--- src/hw/rtl/two_stage_break_sequence_detector_assert.svh ---
// Assertion macros used by the escape detector core.
`ifndef TWO_STAGE_BREAK_SEQUENCE_DETECTOR_ASSERT_SVH
`define TWO_STAGE_BREAK_SEQUENCE_DETECTOR_ASSERT_SVH

// Same-cycle implication, disabled during reset.
`define TSBSD_ASSERT_NOW(lbl, clk, rst, ante, cons, msg) \
   lbl: assert property (@(posedge clk) disable iff (rst) (ante) |-> (cons)) \
      else $error(msg);

// Next-cycle implication, disabled during reset.
`define TSBSD_ASSERT_NEXT(lbl, clk, rst, ante, cons, msg) \
   lbl: assert property (@(posedge clk) disable iff (rst) (ante) |=> (cons)) \
      else $error(msg);

`endif

--- src/hw/rtl/tsbsd_pkg.sv ---
// Types and constants of the two-stage escape sequence detector.
package tsbsd_pkg;

   // Matching bytes that make up one run.
   localparam logic [2:0] PATTERN_LEN = 3'd6;

   // Register reset values.
   localparam logic [7:0]  FIRST_CHAR_RST   = 8'd64;
   localparam logic [7:0]  SECOND_CHAR_RST  = 8'd33;
   localparam logic [15:0] FIRST_GUARD_RST  = 16'd75;
   localparam logic [15:0] SECOND_GUARD_RST = 16'd50;

   localparam int CSR_DATA_W  = 16;
   localparam int CSR_INDEX_W = 2;

   typedef enum logic [CSR_INDEX_W-1:0] {
      CSR_FIRST_CHAR   = 2'd0,
      CSR_SECOND_CHAR  = 2'd1,
      CSR_FIRST_GUARD  = 2'd2,
      CSR_SECOND_GUARD = 2'd3
   } csr_index_type;

   typedef enum logic {
      OP_BYTE = 1'b0,
      OP_TICK = 1'b1
   } op_type;

   typedef enum logic [1:0] {
      PH_RUN1   = 2'd0,
      PH_GUARD1 = 2'd1,
      PH_RUN2   = 2'd2,
      PH_GUARD2 = 2'd3
   } phase_type;

   typedef struct packed {
      logic [7:0]  first_char;
      logic [7:0]  second_char;
      logic [15:0] first_guard_ticks;
      logic [15:0] second_guard_ticks;
   } cfg_type;

   typedef struct packed {
      logic      switch_pulse;
      phase_type phase;
      logic [2:0] run_count;
   } result_type;

endpackage

--- src/hw/rtl/tsbsd_csr.sv ---
// Configuration registers of the escape detector.
module tsbsd_csr
   import tsbsd_pkg::*;
(
   input  logic                   clock,
   input  logic                   reset,
   input  logic                   csr_write_enable,
   input  logic [CSR_INDEX_W-1:0] csr_index,
   input  logic [CSR_DATA_W-1:0]  csr_write_data,
   output cfg_type                cfg
);

   cfg_type cfg_ff;
   cfg_type cfg_in;

   // Register write decode
   always_comb begin
      cfg_in = cfg_ff;
      if (csr_write_enable) begin
         unique case (csr_index_type'(csr_index))
            CSR_FIRST_CHAR:   cfg_in.first_char         = csr_write_data[7:0];
            CSR_SECOND_CHAR:  cfg_in.second_char        = csr_write_data[7:0];
            CSR_FIRST_GUARD:  cfg_in.first_guard_ticks  = csr_write_data;
            CSR_SECOND_GUARD: cfg_in.second_guard_ticks = csr_write_data;
            default:          cfg_in = cfg_ff;
         endcase
      end
   end

   always_ff @(posedge clock) begin
      if (reset) begin
         cfg_ff.first_char         <= FIRST_CHAR_RST;
         cfg_ff.second_char        <= SECOND_CHAR_RST;
         cfg_ff.first_guard_ticks  <= FIRST_GUARD_RST;
         cfg_ff.second_guard_ticks <= SECOND_GUARD_RST;
      end else begin
         cfg_ff <= cfg_in;
      end
   end

   assign cfg = cfg_ff;

endmodule

--- src/hw/rtl/tsbsd_core.sv ---
// Escape detector state machine: run counter, guard timer and phase.
module tsbsd_core
   import tsbsd_pkg::*;
(
   input  logic       clock,
   input  logic       reset,
   input  logic       step_valid,
   input  logic       item_op,
   input  logic [7:0] item_byte,
   input  cfg_type    cfg,
   output result_type result
);

`include "two_stage_break_sequence_detector_assert.svh"

   phase_type   phase_ff;
   phase_type   phase_in;
   logic [2:0]  count_ff;
   logic [2:0]  count_in;
   logic [15:0] timer_ff;
   logic [15:0] timer_in;
   logic        pulse;

   logic [2:0]  count_inc;
   logic        run_done;
   logic        guard_done;
   logic [7:0]  want_char;

   assign count_inc  = 3'(count_ff + 3'd1);
   assign run_done   = (count_inc >= PATTERN_LEN);
   assign guard_done = (timer_ff <= 16'd1);
   assign want_char  = (phase_ff == PH_RUN1) ? cfg.first_char : cfg.second_char;

   // Next state for one item
   always_comb begin
      phase_in = phase_ff;
      count_in = count_ff;
      timer_in = timer_ff;
      pulse    = 1'b0;
      if (step_valid) begin
         if (op_type'(item_op) == OP_BYTE) begin
            unique case (phase_ff)
               PH_RUN1, PH_RUN2: begin
                  if (item_byte == want_char) begin
                     if (run_done) begin
                        count_in = 3'd0;
                        if (phase_ff == PH_RUN1) begin
                           phase_in = PH_GUARD1;
                           timer_in = cfg.first_guard_ticks;
                        end else begin
                           phase_in = PH_GUARD2;
                           timer_in = cfg.second_guard_ticks;
                        end
                     end else begin
                        count_in = count_inc;
                     end
                  end else begin
                     count_in = 3'd0;
                  end
               end
               PH_GUARD1, PH_GUARD2: begin
                  // any byte breaks the silence
                  timer_in = 16'd0;
                  count_in = 3'd0;
                  phase_in = PH_RUN1;
               end
               default: phase_in = phase_ff;
            endcase
         end else begin
            unique case (phase_ff)
               PH_GUARD1, PH_GUARD2: begin
                  if (guard_done) begin
                     timer_in = 16'd0;
                     count_in = 3'd0;
                     if (phase_ff == PH_GUARD1) begin
                        phase_in = PH_RUN2;
                     end else begin
                        phase_in = PH_RUN1;
                        pulse    = 1'b1;
                     end
                  end else begin
                     timer_in = 16'(timer_ff - 16'd1);
                  end
               end
               PH_RUN1, PH_RUN2: phase_in = phase_ff;
               default:          phase_in = phase_ff;
            endcase
         end
      end
   end

   always_ff @(posedge clock) begin
      if (reset) begin
         phase_ff <= PH_RUN1;
         count_ff <= 3'd0;
         timer_ff <= 16'd0;
      end else begin
         phase_ff <= phase_in;
         count_ff <= count_in;
         timer_ff <= timer_in;
      end
   end

   assign result.switch_pulse = pulse;
   assign result.phase        = phase_in;
   assign result.run_count    = count_in;

   `TSBSD_ASSERT_NOW(a_guard_count_zero, clock, reset,
      (phase_ff == PH_GUARD1 || phase_ff == PH_GUARD2), (count_ff == 3'd0),
      "run count not clear during guard")
   `TSBSD_ASSERT_NOW(a_count_below_len, clock, reset,
      1'b1, (count_ff < PATTERN_LEN), "run count reached pattern length")
   `TSBSD_ASSERT_NOW(a_pulse_source, clock, reset,
      pulse, (step_valid && phase_ff == PH_GUARD2 && op_type'(item_op) == OP_TICK),
      "switch pulse outside second guard tick")
   `TSBSD_ASSERT_NEXT(a_byte_breaks_guard, clock, reset,
      (step_valid && op_type'(item_op) == OP_BYTE &&
       (phase_ff == PH_GUARD1 || phase_ff == PH_GUARD2)),
      (phase_ff == PH_RUN1 && timer_ff == 16'd0),
      "byte during guard did not restart")

endmodule

--- src/hw/rtl/two_stage_break_sequence_detector.sv ---
// An item goes into the input register, and its result is registered before rsp_valid.
// Throughput: one item per cycle while rsp_stall is low; input and result registers decouple
// the two sides; updating phase, run counter and 16-bit guard timer together sets the rate.
// Reset (synchronous, active high) returns to the first run with registers at defaults.
// Top level of the two-stage escape sequence detector.
module two_stage_break_sequence_detector
   import tsbsd_pkg::*;
(
   input  logic                   clock,
   input  logic                   reset,
   // request channel
   input  logic                   req_valid,
   output logic                   req_stall,
   input  logic                   req_operation,
   input  logic [7:0]             req_data_byte,
   // response channel
   output logic                   rsp_valid,
   input  logic                   rsp_stall,
   output logic                   rsp_switch_pulse,
   output logic [1:0]             rsp_phase,
   output logic [2:0]             rsp_run_count,
   // configuration
   input  logic                   csr_write_enable,
   input  logic [CSR_INDEX_W-1:0] csr_index,
   input  logic [CSR_DATA_W-1:0]  csr_write_data
);

   cfg_type    cfg;
   result_type result;

   logic       in_valid_ff;
   logic       in_valid_in;
   logic       in_op_ff;
   logic [7:0] in_byte_ff;
   logic       out_valid_ff;
   logic       out_valid_in;
   logic       out_pulse_ff;
   logic [1:0] out_phase_ff;
   logic [2:0] out_count_ff;

   logic       out_load;
   logic       advance;
   logic       in_load;

   // Pipeline handshake
   assign out_load  = !out_valid_ff || !rsp_stall;
   assign advance   = in_valid_ff && out_load;
   assign req_stall = in_valid_ff && !out_load;
   assign in_load   = req_valid && !req_stall;

   always_comb begin
      in_valid_in = in_valid_ff;
      if (in_load) begin
         in_valid_in = 1'b1;
      end else if (advance) begin
         in_valid_in = 1'b0;
      end
      out_valid_in = out_load ? advance : out_valid_ff;
   end

   always_ff @(posedge clock) begin
      if (reset) begin
         in_valid_ff  <= 1'b0;
         out_valid_ff <= 1'b0;
      end else begin
         in_valid_ff  <= in_valid_in;
         out_valid_ff <= out_valid_in;
      end
   end

   // Input register payload
   always_ff @(posedge clock) begin
      if (in_load) begin
         in_op_ff   <= req_operation;
         in_byte_ff <= req_data_byte;
      end
   end

   tsbsd_csr u_csr (
      .clock            (clock),
      .reset            (reset),
      .csr_write_enable (csr_write_enable),
      .csr_index        (csr_index),
      .csr_write_data   (csr_write_data),
      .cfg              (cfg)
   );

   tsbsd_core u_core (
      .clock      (clock),
      .reset      (reset),
      .step_valid (advance),
      .item_op    (in_op_ff),
      .item_byte  (in_byte_ff),
      .cfg        (cfg),
      .result     (result)
   );

   // Result register payload
   always_ff @(posedge clock) begin
      if (advance) begin
         out_pulse_ff <= result.switch_pulse;
         out_phase_ff <= result.phase;
         out_count_ff <= result.run_count;
      end
   end

   assign rsp_valid        = out_valid_ff;
   assign rsp_switch_pulse = out_pulse_ff;
   assign rsp_phase        = out_phase_ff;
   assign rsp_run_count    = out_count_ff;

endmodule
--- config.mk ---
export PLATFORM = sky130hd
export DESIGN_NAME = two_stage_break_sequence_detector
export DESIGN_NICKNAME = d
export VERILOG_FILES = /design/src/hw/rtl/tsbsd_pkg.sv /design/src/hw/rtl/tsbsd_csr.sv /design/src/hw/rtl/tsbsd_core.sv /design/src/hw/rtl/two_stage_break_sequence_detector.sv
export VERILOG_INCLUDE_DIRS = /design/src /design/src/hw/rtl
export SDC_FILE = /design/constraint.sdc
export NUM_CORES = 1
export LEC_CHECK = 0
export ABC_AREA = 1
export BUFFER_PORTS_ARGS = -buffer_cell sky130_fd_sc_hd__buf_2
export CAP_MARGIN = 20
export CORE_MARGIN = 2
export CORE_UTILIZATION = 38
export CTS_CLUSTER_DIAMETER = 200
export DETAILED_ROUTE_END_ITERATION = 8
export HOLD_SLACK_MARGIN = 0.02
export PLACE_DENSITY = 0.53
export SYNTH_ARGS = -nofsm -noshare
export SYNTH_HDL_FRONTEND = slang
export SYNTH_SLANG_ARGS = --single-unit
--- constraint.sdc ---
create_clock -name clock -period 1.65 [get_ports clock]
set_input_delay 0.33 -clock clock [delete_from_list [all_inputs] [get_ports clock]]
set_output_delay 0.33 -clock clock [all_outputs]
set_load 0.01 [all_outputs]
### Word-level counts from Yosys, hierarchy flattened

Cells that the tools add are included.

* bits in registers: 86
* input bits: 32
* output and inout port bits: 8
* word-level logic and storage cells: 74

* add/subtract/negate cells: 2
* order comparisons: 2
* eq/ne operators: 10
* muxes and demuxes: 27
* reduce and logical (&&, ||, !) cells: 19

Operators with widths (count)
* 2-to-1 mux 16 bit: 6
* case mux 16 bit (2 select lines): 1
* 2-to-1 mux 3 bit: 6
* less-or-equal comparator 16 x 1 -> 1 bit (second input constant): 1
* subtractor 16 x 1 -> 16 bit (second input constant): 1
* 2-to-1 mux 2 bit: 7
* equality test 2 bit (second input constant): 4
* equality test 8 bit: 1
* 2-to-1 mux 8 bit: 1
* case mux 2 bit (2 select lines): 2
* AND reduction 2 bit: 4
* inequality test 3 x 2 -> 1 bit (second input constant): 2
* case mux 3 bit (2 select lines): 1
* equality test 2 x 1 -> 1 bit (second input constant): 2
* logical NOT 1 bit: 4
* logical NOT 2 bit: 2
* AND reduction 4 bit: 1
* OR reduction 2 bit: 2
* adder 3 x 1 -> 3 bit (second input constant): 1
* greater-or-equal comparator 3 bit (second input constant): 1
* logical AND 1 bit: 3
* 2-to-1 mux 1 bit: 3
* AND reduction 3 bit: 1
* inequality test 2 x 1 -> 1 bit (second input constant): 1
* other kinds (2): 2

### Logic depth before layout (Yosys ltp)

Gate-level depths: netlist of run 1.

* depth in word-level cells: 7
* mapped depth: 16
* depth with buffers taken out: 14

### Hierarchy

A second synthesis of run 1 with hierarchy kept.

* cell total of the unflattened synthesis: 696
* area total of the unflattened synthesis: 4534.3 µm²

By module, submodules not included
* tsbsd_core: times used 1, cells each 376, area an instance 2053.2 µm², seq. area each 420.4 µm²
* tsbsd_csr: times used 1, cells each 293, area an instance 1939.4 µm², seq. area each 960.9 µm²
* two_stage_break_sequence_detector: times used 1, cells each 27, area an instance 541.8 µm², seq. area each 490.5 µm²

### Least setup slack after synthesis of run 1

OpenSTA, ideal clock, no wires.

* path type: reg2reg
* start: register u_core.count_ff[1]
* end: register u_core.timer_ff[8]
* library setup time: 0.115 ns
* arrival time: 1.716 ns
* data required time: 1.535 ns
* path slack: -0.181 ns
* cell stages (with the launch flop): 12
* buffers on the path: 1
* clock period less this slack: 1.831 ns
* path through: dfxtp_1 > inv_1 > ha_1 > inv_1 > nor2_1 > nor2_1 > inv_1 > o21ai_0 > clkbuf_1 > nand3_1 > nand2_1 > nor2_1

* word-level cells in the longest chain between the ends: 4

RTL lines
* start: declaration: RTL line tsbsd_core.sv:18 `logic [2:0] count_ff;`
* start signal: assignment: RTL line tsbsd_core.sv:99 `count_ff <= count_in;`
* adder 3 x 1 -> 3 bit: RTL line tsbsd_core.sv:29 `assign count_inc = 3'(count_ff + 3'd1);`
* greater-or-equal comparator 3 bit: RTL line tsbsd_core.sv:30 `assign run_done = (count_inc >= PATTERN_LEN);`
* inequality test 3 x 2 -> 1 bit (no source line)
* AND reduction 4 bit (no source line)
* end signal: assignment: RTL line tsbsd_core.sv:100 `timer_ff <= timer_in;`
* end: declaration: RTL line tsbsd_core.sv:20 `logic [15:0] timer_ff;`

No other way between the ends.
A chain may end at the register's enable or synchronous reset.

### Final worst setup path of run 1

* start: register u_core.phase_ff[1]
* end: register u_core.timer_ff[1]

* word-level cells in the longest chain between the ends: 6
* elaborated cells on any way between the ends: 17
* those cells by class: eq/ne: 7; mux: 6; reduce/logical: 4

RTL lines
* start: declaration: RTL line tsbsd_core.sv:16 `phase_type phase_ff;`
* start signal: assignment: RTL line tsbsd_core.sv:98 `phase_ff <= phase_in;`
* branches (longest 6 deep; another with 2-to-1 mux 8 bit)

Several ways; the timed one is not identified. The select of a mux whose other input is x is not followed.

==> impl_metrics.yaml, run 1 <==
run_status:
  outcome: "complete, but fails checks"
  failed_checks: "setup timing"
cells_and_area:
  finalCoreUtilization_pct: 48.62
  layout-drive-gt1-share_pct: 20.52
  nNetsFinal: 723
  area_growth_pct: 24.51
  layout_commonest_cell: "nand2_1"
  layout_common_cells: "nand2_1 (117), nor2_1 (81), dfxtp_1 (67), o21ai_0 (65), inv_1 (63)"
  diodes: 0
critical_path:
  critical_path_class: "reg2reg"
  critPathCaptureType: "flip-flop"
  crit_arrival_ps: 1970
  cp.required_ps: 1910
  start_kind: "flip-flop"
  r2r_end: "u_core.timer_ff[1]$_SDFFE_PP0P_"
  worstSetupStartpoint: "u_core.phase_ff[1]$_SDFF_PP0_"
  rrSetupSlack_ps: -60
  crit_fanout: 15
  r2r-start: "u_core.phase_ff[1]$_SDFF_PP0_"
  reg2reg_depth: 14
timing:
  slew_viol_final: 0
  finalHoldWorstSlack_ps: 139.9
  finalSetupViolations: 10
  hold_viol_final: 0
  finalClockSkew_ps: 8.335
  setup_ws_ps: -56.47
  tightest_slew_ps: 412.4
  fin_crit_ps: 1706
  maxSlewHeadroom_pct: 72.47
  rsz0062_at_grt: "true"
  timing.fmax_mhz: 586.0
  min_period_over_period_pct: 103.4
synth:
  syn_nets: 643
  synth_top_family_by_area: "simple AND/OR/NAND/NOR gates"
  ys_seq_elements: 86
  synth_compound_area_share_pct: 15.24
  syn_inst: 607
  netlist_area_um2: 4252
  synth-xor-area-share_pct: 2.884
  yosys.area_share.simple_pct: 27.31
  synthMuxAreaShare_pct: 0
  netlist-cell-type-count: 27
  syn_avg_cell_area_um2: 7.004
  synth_warnings: 0
  synth-adder-area-share_pct: 1.177
  ys_seq_area_share_pct: 44.03
floorplan:
  rows: 38
  start_util_pct: 39.05
  core_um2: 10890
  die_w_um: 109.8
  dieArea_um2: 12050
  num_io_pins: 40
  die_y_um: 109.8
job:
  cap_violations: 0
detailed_routing:
  dr.pass1.iters: 4
  num_vias: 4086
  drc: 0
  drt_first_iter_violations: 120
  viasPerCell: 4.911
  wl_um: 10660
  avgRoutedWirePerCell_um: 12.82
  final_antenna_net_count: 0
worst_hold_path:
  hold_path_end: "in_byte_ff[5]$_DFFE_PP_"
  hold_path.startpoint: "req_data_byte[5]"
  holdPathStages: 1
  hp-class: "in2reg"
power:
  p_leak_uw: 0.002488
  powerDensity_nw_per_um2: 872.6
  worst_ir_drop_vdd_mv: 0.4699
placed_design:
  port_buffers: 39
  dp_hpwl_um: 7521
  gp_congestion: 0.8433
clock_network:
  numCtsBuffers: 9
  clock_sinks: 86
  clk_pin_slew_ps: 90
  clock_latency_ps: 360
  cts_root_buf: "clkbuf_8"
  cts_hold_buf: 0
  cts_setup_buffers: 0
  htreeDepth: 3
  tritoncts: "yes"
  clk_path_buf_depth: 2
global_routing:
  grt_max_degree: 65
  overflow: 0
  grt_pass1_wl_um: 17690
  grt_pass1_vias: 3781
  antenna_found_initial: 0
  track_usage_pct: 18.86
critical path, stage by stage (launching register included):
cell and delay [ps]:
dfxtp_2 360, nor2_4 120, buf_12 150, nand2_2 70
nand2_1 80, nand2_1 50, nand2_1 50, nand2_1 50
nor2_1 90, nand2_1 110, nand2_4 140, clkbuf_16 170
nand3b_1 70, nand2_1 60, nor2_1 40
metrics by stage:
step	setup TNS [ps]	power (uW)	instance area (um^2)	setup slack, ps	cells
3_5_place_dp	-1761	3080	4957	-122.4	815
5_1_grt	-4665	4859	5294	-251.3	832
2_1_floorplan	0	2794	4257	1.591	607
4_1_cts	-216.6	4641	5220	-33.08	831
6_report	-338.6	4619	5294	-56.47	832
3_3_place_gp	-1089	3067	4957	-71.96	815
power breakdown:
part	internal [uW]	total, uW	switching [uW]
sequential	2230	2270	46.3
clock	742	1530	791
combinational	332	811	480
kinds of logic after synthesis:
logic type / Yosys count
simple gates: 276
compound gates: 128
buf+inv: 99
flops: 86
xor+xnor: 14
fa+ha+maj: 4
Yosys cell counts:
master	number	share of area, %
clkinv_1	5	0.44
buf_4	1	0.18
nor3_1	2	0.24
inv_1	67	5.9
a21oi_1	57	6.7
nand2_4	1	0.26
o211ai_1	2	0.35
nand3b_1	6	1.1
buf_2	6	0.71
edfxtp_1	15	11
nand4_1	7	1.0
dfxtp_1	71	33
clkbuf_1	16	1.4
xnor2_1	2	0.41
inv_2	2	0.18
o22ai_1	1	0.15
nand2_1	119	11
ha_1	4	1.2
xor2_1	12	2.5
nor2_2	3	0.44
nor2_1	89	7.9
buf_6	2	0.53
nand3_1	44	5.2
nand2_2	4	0.59
a31oi_1	1	0.15
nor4_1	1	0.15
o21ai_0	67	7.9
worst max-delay path by stage:
stage | to | depth (start not counted)
final | u_core.timer_ff[1]$_SDFFE_PP0P_ | 14
after global placement | u_core.timer_ff[14]$_SDFFE_PP0P_ | 10
after CTS | u_core.timer_ff[6]$_SDFFE_PP0P_ | 12
after detailed placement | rsp_phase[0]$_DFFE_PP_ | 13
after global routing | u_core.timer_ff[5]$_SDFFE_PP0P_ | 14
after floorplan | u_core.timer_ff[10]$_SDFFE_PP0P_ | 11
area by class of cell:
cell class                      instances  area [um^2]
Clock buffer                           11        141.4
Clock inverter                          5        58.81
Fill cell                            1122         5594
Inverter                               74        277.8
Multi-Input combinational cell        422         2085
Sequential cell                        86         1877
Tap cell                              140        175.2
Timing Repair Buffer                   94        679.4
flip-flops by register name, summed over array words and instances, names as in the netlist:
signal            count
u_csr.cfg            48
rsp_phase             2
rsp_valid             1
in_op_ff              1
rsp_switch_pulse      1
rsp_run_count         3
u_core.count_ff       3
u_core.timer_ff      16
in_valid_ff           1
u_core.phase_ff       2
in_byte_ff            8
per-layer routing:
layer,global-route usage [%],routed length [um],up-vias
met5,0,0,-
met4,7.685,190,0
met3,2.430,367,13
met2,30.38,4914,72
met1,25.53,5190,1878
li1,-,-,2123
repair_timing:
action	in CTS	in global routing
endpoints found under the setup margin	26	26
hold endpoints to repair	0	0
pin swaps	4	4
cloned	0	1
gates resized for setup	21	13
Note: power is estimated with default switching activity, not from simulation.
==> run 2, diff against run 1 <==
CORE_UTILIZATION = 35   (was 38)
PLACE_DENSITY = 0.5   (was 0.53)
REMOVE_ABC_BUFFERS = 1   (was default)
==> run 2 against run 1 <==
Utilization is 2.3 points lower. Largest cell class unchanged. Maximum frequency down 2.6%. Cell area up 4.3%. Die area up 8.3%. The run still ends with setup timing left. First-iteration DRC count increased by 31%. Final cell count increased by 1.8%. Count of clock-buffer cells in the layout stayed put. Clock power is 38% higher. Via count decreased by 2.9%.
==> impl_metrics.yaml, run 2 (same netlist as run 1, synthesis figures left out) <==
run_status:
  outcome: "complete, but fails checks"
  failed_checks: "setup timing"
cells_and_area:
  diodes: 0
  layout_commonest_cell: "nand2_1"
  layout_common_cells: "nand2_1 (105), nor2_1 (85), dfxtp_1 (68), inv_1 (65), o21ai_0 (65)"
  largest_register_ffs: 48
  layout-drive-gt1-share_pct: 22.71
  fin_cells: 847
  nNetsFinal: 731
  finalCoreUtilization_pct: 46.36
  area_growth_pct: 29.87
power:
  powerDensity_nw_per_um2: 948.0
  p_leak_uw: 0.002595
  worst_ir_drop_vdd_mv: 0.5623
timing:
  timing.fmax_mhz: 571.0
  tightest_slew_ps: 453.8
  maxSlewHeadroom_pct: 69.71
  setup_ws_ps: -101.4
  finalSetupViolations: 23
  finalClockSkew_ps: 6.744
  fin_crit_ps: 1751
  rsz0062_at_grt: "true"
  hold_viol_final: 0
  min_period_over_period_pct: 106.1
  slew_viol_final: 0
floorplan:
  rows: 40
  dieArea_um2: 13050
  start_util_pct: 35.69
  core_um2: 11910
  die_w_um: 114.2
  die_y_um: 114.2
  num_io_pins: 40
clock_network:
  clk_pin_slew_ps: 70
  clock_latency_ps: 340
  cts_hold_buf: 0
  numCtsBuffers: 9
  clk_path_buf_depth: 2
  cts_root_buf: "clkbuf_16"
  clock_sinks: 86
  tritoncts: "yes"
  htreeDepth: 3
critical_path:
  crit_arrival_ps: 1990
  cpPeakStageDelay_ps: 360
  cpMostUsedCell: "nand2_1"
  cp.required_ps: 1890
  worstSetupStartpoint: "u_core.phase_ff[0]$_SDFF_PP0_"
  start_kind: "flip-flop"
  r2r-start: "u_core.phase_ff[0]$_SDFF_PP0_"
  reg2reg_depth: 14
  critPathCaptureType: "flip-flop"
  crit_fanout: 8
  path_cells: "nor2_4, buf_12, nand2_1, nand3_1, nand2_2, clkinv_1, nand2_1, nor2_1, nand2_1, nand2_4, buf_6, nand3_1, nand2_1, nor2_1"
  slowest_stage: "dfxtp_4"
  critical_path_class: "reg2reg"
detailed_routing:
  drt_first_iter_violations: 157
  viasPerCell: 4.686
  final_antenna_net_count: 0
  wl_um: 10940
  drc: 0
  num_vias: 3969
  dr.pass1.iters: 4
  avgRoutedWirePerCell_um: 12.91
global_routing:
  grt_pass1_vias: 3718
  track_usage_pct: 17.75
  grt_pass1_wl_um: 18160
  grt_max_degree: 65
  overflow: 0
  antenna_found_initial: 0
worst_hold_path:
  hp-class: "in2reg"
  holdPathStages: 1
  hold_path.startpoint: "req_data_byte[2]"
job:
  cap_violations: 0
placed_design:
  port_buffers: 39
  dp.cells: 828
  dp_hpwl_um: 7777
  gp_congestion: 0.8194
[run 2: layout make-up]
type,count,area [um^2]
fillers,1235,6390
well taps,147,183.9
flip-flops and latches,86,1881
inverters,74,277.8
multi-input cells,422,2126
clock buffers,11,254.0
repair buffers,102,743.2
clock inverters,5,56.30
[run 2: worst max-delay path: cells and delay by family (launching register included)]
family | cells | cell delay (ps)
simple gates | 11 | 920
buf+inv | 3 | 370
flops | 1 | 360
[run 2: path summary, 6_finish.rpt]
kind / end / slack (ps)
worst min-delay path: in_byte_ff[2]$_DFFE_PP_ / 160
worst min register to register: u_csr.cfg[4]$_SDFFE_PP1P_ / 450
worst max register to register: u_core.timer_ff[12]$_SDFFE_PP0P_ / -100
worst max-delay path: u_core.timer_ff[12]$_SDFFE_PP0P_ / -100
[run 2: per-stage QoR]
stage	worst slack [ps]	total power (uW)	cell area, um^2	hold slack [ps]	TNS [ps]
3_3_place_gp	-183.0	3098	5011	433.1	-3182
4_1_cts	-60.52	5260	5399	151.8	-614.8
2_1_floorplan	-1114	2763	4131	399.1	-16080
6_report	-101.4	5235	5522	163.3	-1323
5_1_grt	-222.2	5515	5522	149.3	-4216
3_5_place_dp	-214.8	3105	5011	438.6	-3712
[run 2: power by group]
group          switching [uW]  leakage (uW)  internal (uW)
Sequential               47.8      0.000727           2230
Combinational             490       0.00172            357
Clock                     847      0.000151           1260
[run 2: per-layer routing]
| layer | track usage [%] | up-vias | part of all wire [%] |
|---|---|---|---|
| met5 | 0 | - | 0 |
| met4 | 5.854 | 0 | 1.3 |
| met3 | 3.229 | 10 | 2.5 |
| met2 | 28.85 | 40 | 46 |
| met1 | 23.90 | 1776 | 50 |
| li1 | - | 2143 | - |
[run 2: repair_timing]
action | CTS | global route
gates cloned | 0 | 1
gates resized for setup | 22 | 25
pin swaps | 3 | 14
endpoints found under the setup margin | 25 | 26
setup buffers | 1 | 1
==> run 3, diff against run 2 <==
BUFFER_PORTS_ARGS = default   (was -buffer_cell sky130_fd_sc_hd__buf_2)
DONT_BUFFER_PORTS = 1   (was default)
PLACE_DENSITY = 0.47   (was 0.5)
==> run 3 against run 2 <==
The run still ends with setup timing left. First-iteration DRC count increased by 27%. Setup slack better by 34 ps. Global-route usage is 0.26 points higher. Non-clock buffer count fell by 43. Cell area shrank 5.5%. Combinational power fell by 12%. Total power fell by 1.4%. Count of clock-buffer cells in the layout increased by 1. Utilization fell by 2.5 points. Highest routed layer unchanged. Largest cell class unchanged. Flip-flop and latch count stayed put. Register-to-register slack improved by 30 ps. Critical path depth stayed put.
==> impl_metrics.yaml, run 3 (same netlist as run 1, synthesis figures left out) <==
critical_path:
  crit_arrival_ps: 1960
  reg2reg_depth: 14
  path_cells: "nor2_4, buf_12, nand2_2, nand2_1, nand2_1, nand2_1, nand2_1, nor2_1, nand2_1, nand2_4, buf_12, nand3_1, nand2_1, nor2_1"
  cp.depth: 14
  worstSetupStartpoint: "u_core.phase_ff[1]$_SDFF_PP0_"
  cpPeakStageDelay_ps: 350
  r2r-start: "u_core.phase_ff[1]$_SDFF_PP0_"
  cpMostUsedCell: "nand2_1"
  cp.required_ps: 1900
  critical_path_class: "reg2reg"
  crit_buf_inv: 2
  r2r_end: "u_core.timer_ff[12]$_SDFFE_PP0P_"
  rrSetupSlack_ps: -70
  slowest_stage: "dfxtp_2"
  crit_fanout: 15
  critPathCaptureType: "flip-flop"
  start_kind: "flip-flop"
  endpoint: "u_core.timer_ff[12]$_SDFFE_PP0P_"
  crit_family: "simple AND/OR/NAND/NOR gates"
cells_and_area:
  finalCoreUtilization_pct: 43.82
  layout_common_cells: "nand2_1 (119), nor2_1 (85), dfxtp_1 (66), inv_1 (65), o21ai_0 (65)"
  area_growth_pct: 22.78
  largest_register_ffs: 48
  multi_input_area_um2: 2056
  fillers: 1224
  fin_cells: 804
  diodes: 0
  nNetsFinal: 688
  finalInstanceArea_um2: 5220
  layout-drive-gt1-share_pct: 15.07
  seqCellArea_um2: 1878
  layout_commonest_cell: "nand2_1"
detailed_routing:
  avgRoutedWirePerCell_um: 13.65
  dr.pass1.iters: 4
  wl_um: 10980
  num_vias: 3838
  drc: 0
  viasPerCell: 4.774
  drt_first_iter_violations: 199
  final_antenna_net_count: 0
run_status:
  outcome: "complete, but fails checks"
  failed_checks: "setup timing"
power:
  powerDensity_nw_per_um2: 989.0
  worst_ir_drop_vdd_mv: 0.7213
  p_leak_uw: 0.002404
clock_network:
  htreeDepth: 3
  cts_root_buf: "clkbuf_16"
  clock_latency_ps: 350
  clock_sinks: 86
  clk_pin_slew_ps: 60
  clk_path_buf_depth: 2
  tritoncts: "yes"
  numCtsBuffers: 9
global_routing:
  track_usage_pct: 18.01
  grt_pass1_wl_um: 18000
  grt_pass1_vias: 3595
  overflow: 0
  grt_max_degree: 65
  antenna_found_initial: 0
floorplan:
  die_y_um: 114.2
  num_io_pins: 40
  dieArea_um2: 13050
  start_util_pct: 35.69
  die_w_um: 114.2
  core_um2: 11910
  rows: 40
placed_design:
  port_buffers: 0
  placed_cell_area_um2: 4793
  dp.cells: 786
  dp_hpwl_um: 7711
  gp_congestion: 0.8216
timing:
  setup_ws_ps: -67.23
  finalSetupViolations: 18
  finalClockSkew_ps: 9.342
  min_period_over_period_pct: 104.1
  rsz0062_at_grt: "true"
  maxSlewHeadroom_pct: 71.32
  fin_crit_ps: 1717
  tightest_slew_ps: 429.7
  hold_viol_final: 0
  slew_viol_final: 0
  timing.fmax_mhz: 582.3
  finalHoldWorstSlack_ps: 36.35
worst_hold_path:
  hp-class: "in2reg"
job:
  cap_violations: 0
## run 3: how the worst min path moves through the flow
stage | from | to | slack (ps) | depth (start not counted)
2_1_floorplan | reset | in_valid_ff$_SDFFE_PP0P_ | 400 | 1
3_5_place_dp | reset | rsp_valid$_SDFFE_PP0P_ | 400 | 1
5_1_grt | reset | u_core.count_ff[0]$_SDFF_PP0_ | 20 | 1
6_report | reset | u_core.count_ff[0]$_SDFF_PP0_ | 40 | 1
4_1_cts | reset | u_core.count_ff[1]$_SDFF_PP0_ | 20 | 1
3_3_place_gp | reset | u_core.count_ff[0]$_SDFF_PP0_ | 400 | 1
## run 3: worst register-to-register path, delay by kind of cell, from the launching register on
family,cells,cell delay (ps)
buffers and inverters,2,290
DFF,1,350
and+or+nand+nor,12,980
## run 3: power breakdown
part	leakage [uW]	switching (uW)	internal, uW	total (uW)
Sequential	0.000728	48.6	2230	2280
Clock	0.000149	878	1260	2140
Combinational	0.00153	440	302	742
## run 3: final cells by class
| cell class | count | share of cell area [%] |
|---|---|---|
| multi-input combinational | 422 | 39.38 |
| sequential | 86 | 35.98 |
| timing repair buffer | 59 | 9.827 |
| inverter | 74 | 5.321 |
| clock buffer | 12 | 4.914 |
| tap | 147 | 3.523 |
| clock inverter | 4 | 1.055 |
## run 3: what timing repair did
| action | CTS | global route |
|---|---|---|
| pin swaps | 3 | 1 |
| endpoints found under the setup margin | 26 | 26 |
| resized for setup | 17 | 7 |
| cloned | 0 | 1 |
| hold endpoints to repair | 0 | 1 |
| buffers inserted | 0 | 0 |
| hold buffers | 0 | 1 |
## run 3: stage by stage
stage	setup WS, ps	TNS, ps	total power (uW)
2_1_floorplan	-1114	-16080	2763
3_3_place_gp	-144.8	-2421	3030
3_5_place_dp	-200.1	-3804	3037
4_1_cts	-98.70	-1105	5214
5_1_grt	-236.2	-4448	5436
6_report	-67.23	-781.4	5162
## run 3: per-layer routing
layer / up-vias / GRT usage (%) / wire length (um)
li1: 2053 / - / -
met3: 12 / 3.706 / 393
met4: 0 / 7.967 / 196
met1: 1725 / 24.59 / 5390
met2: 48 / 27.54 / 4994
met5: - / 0 / 0
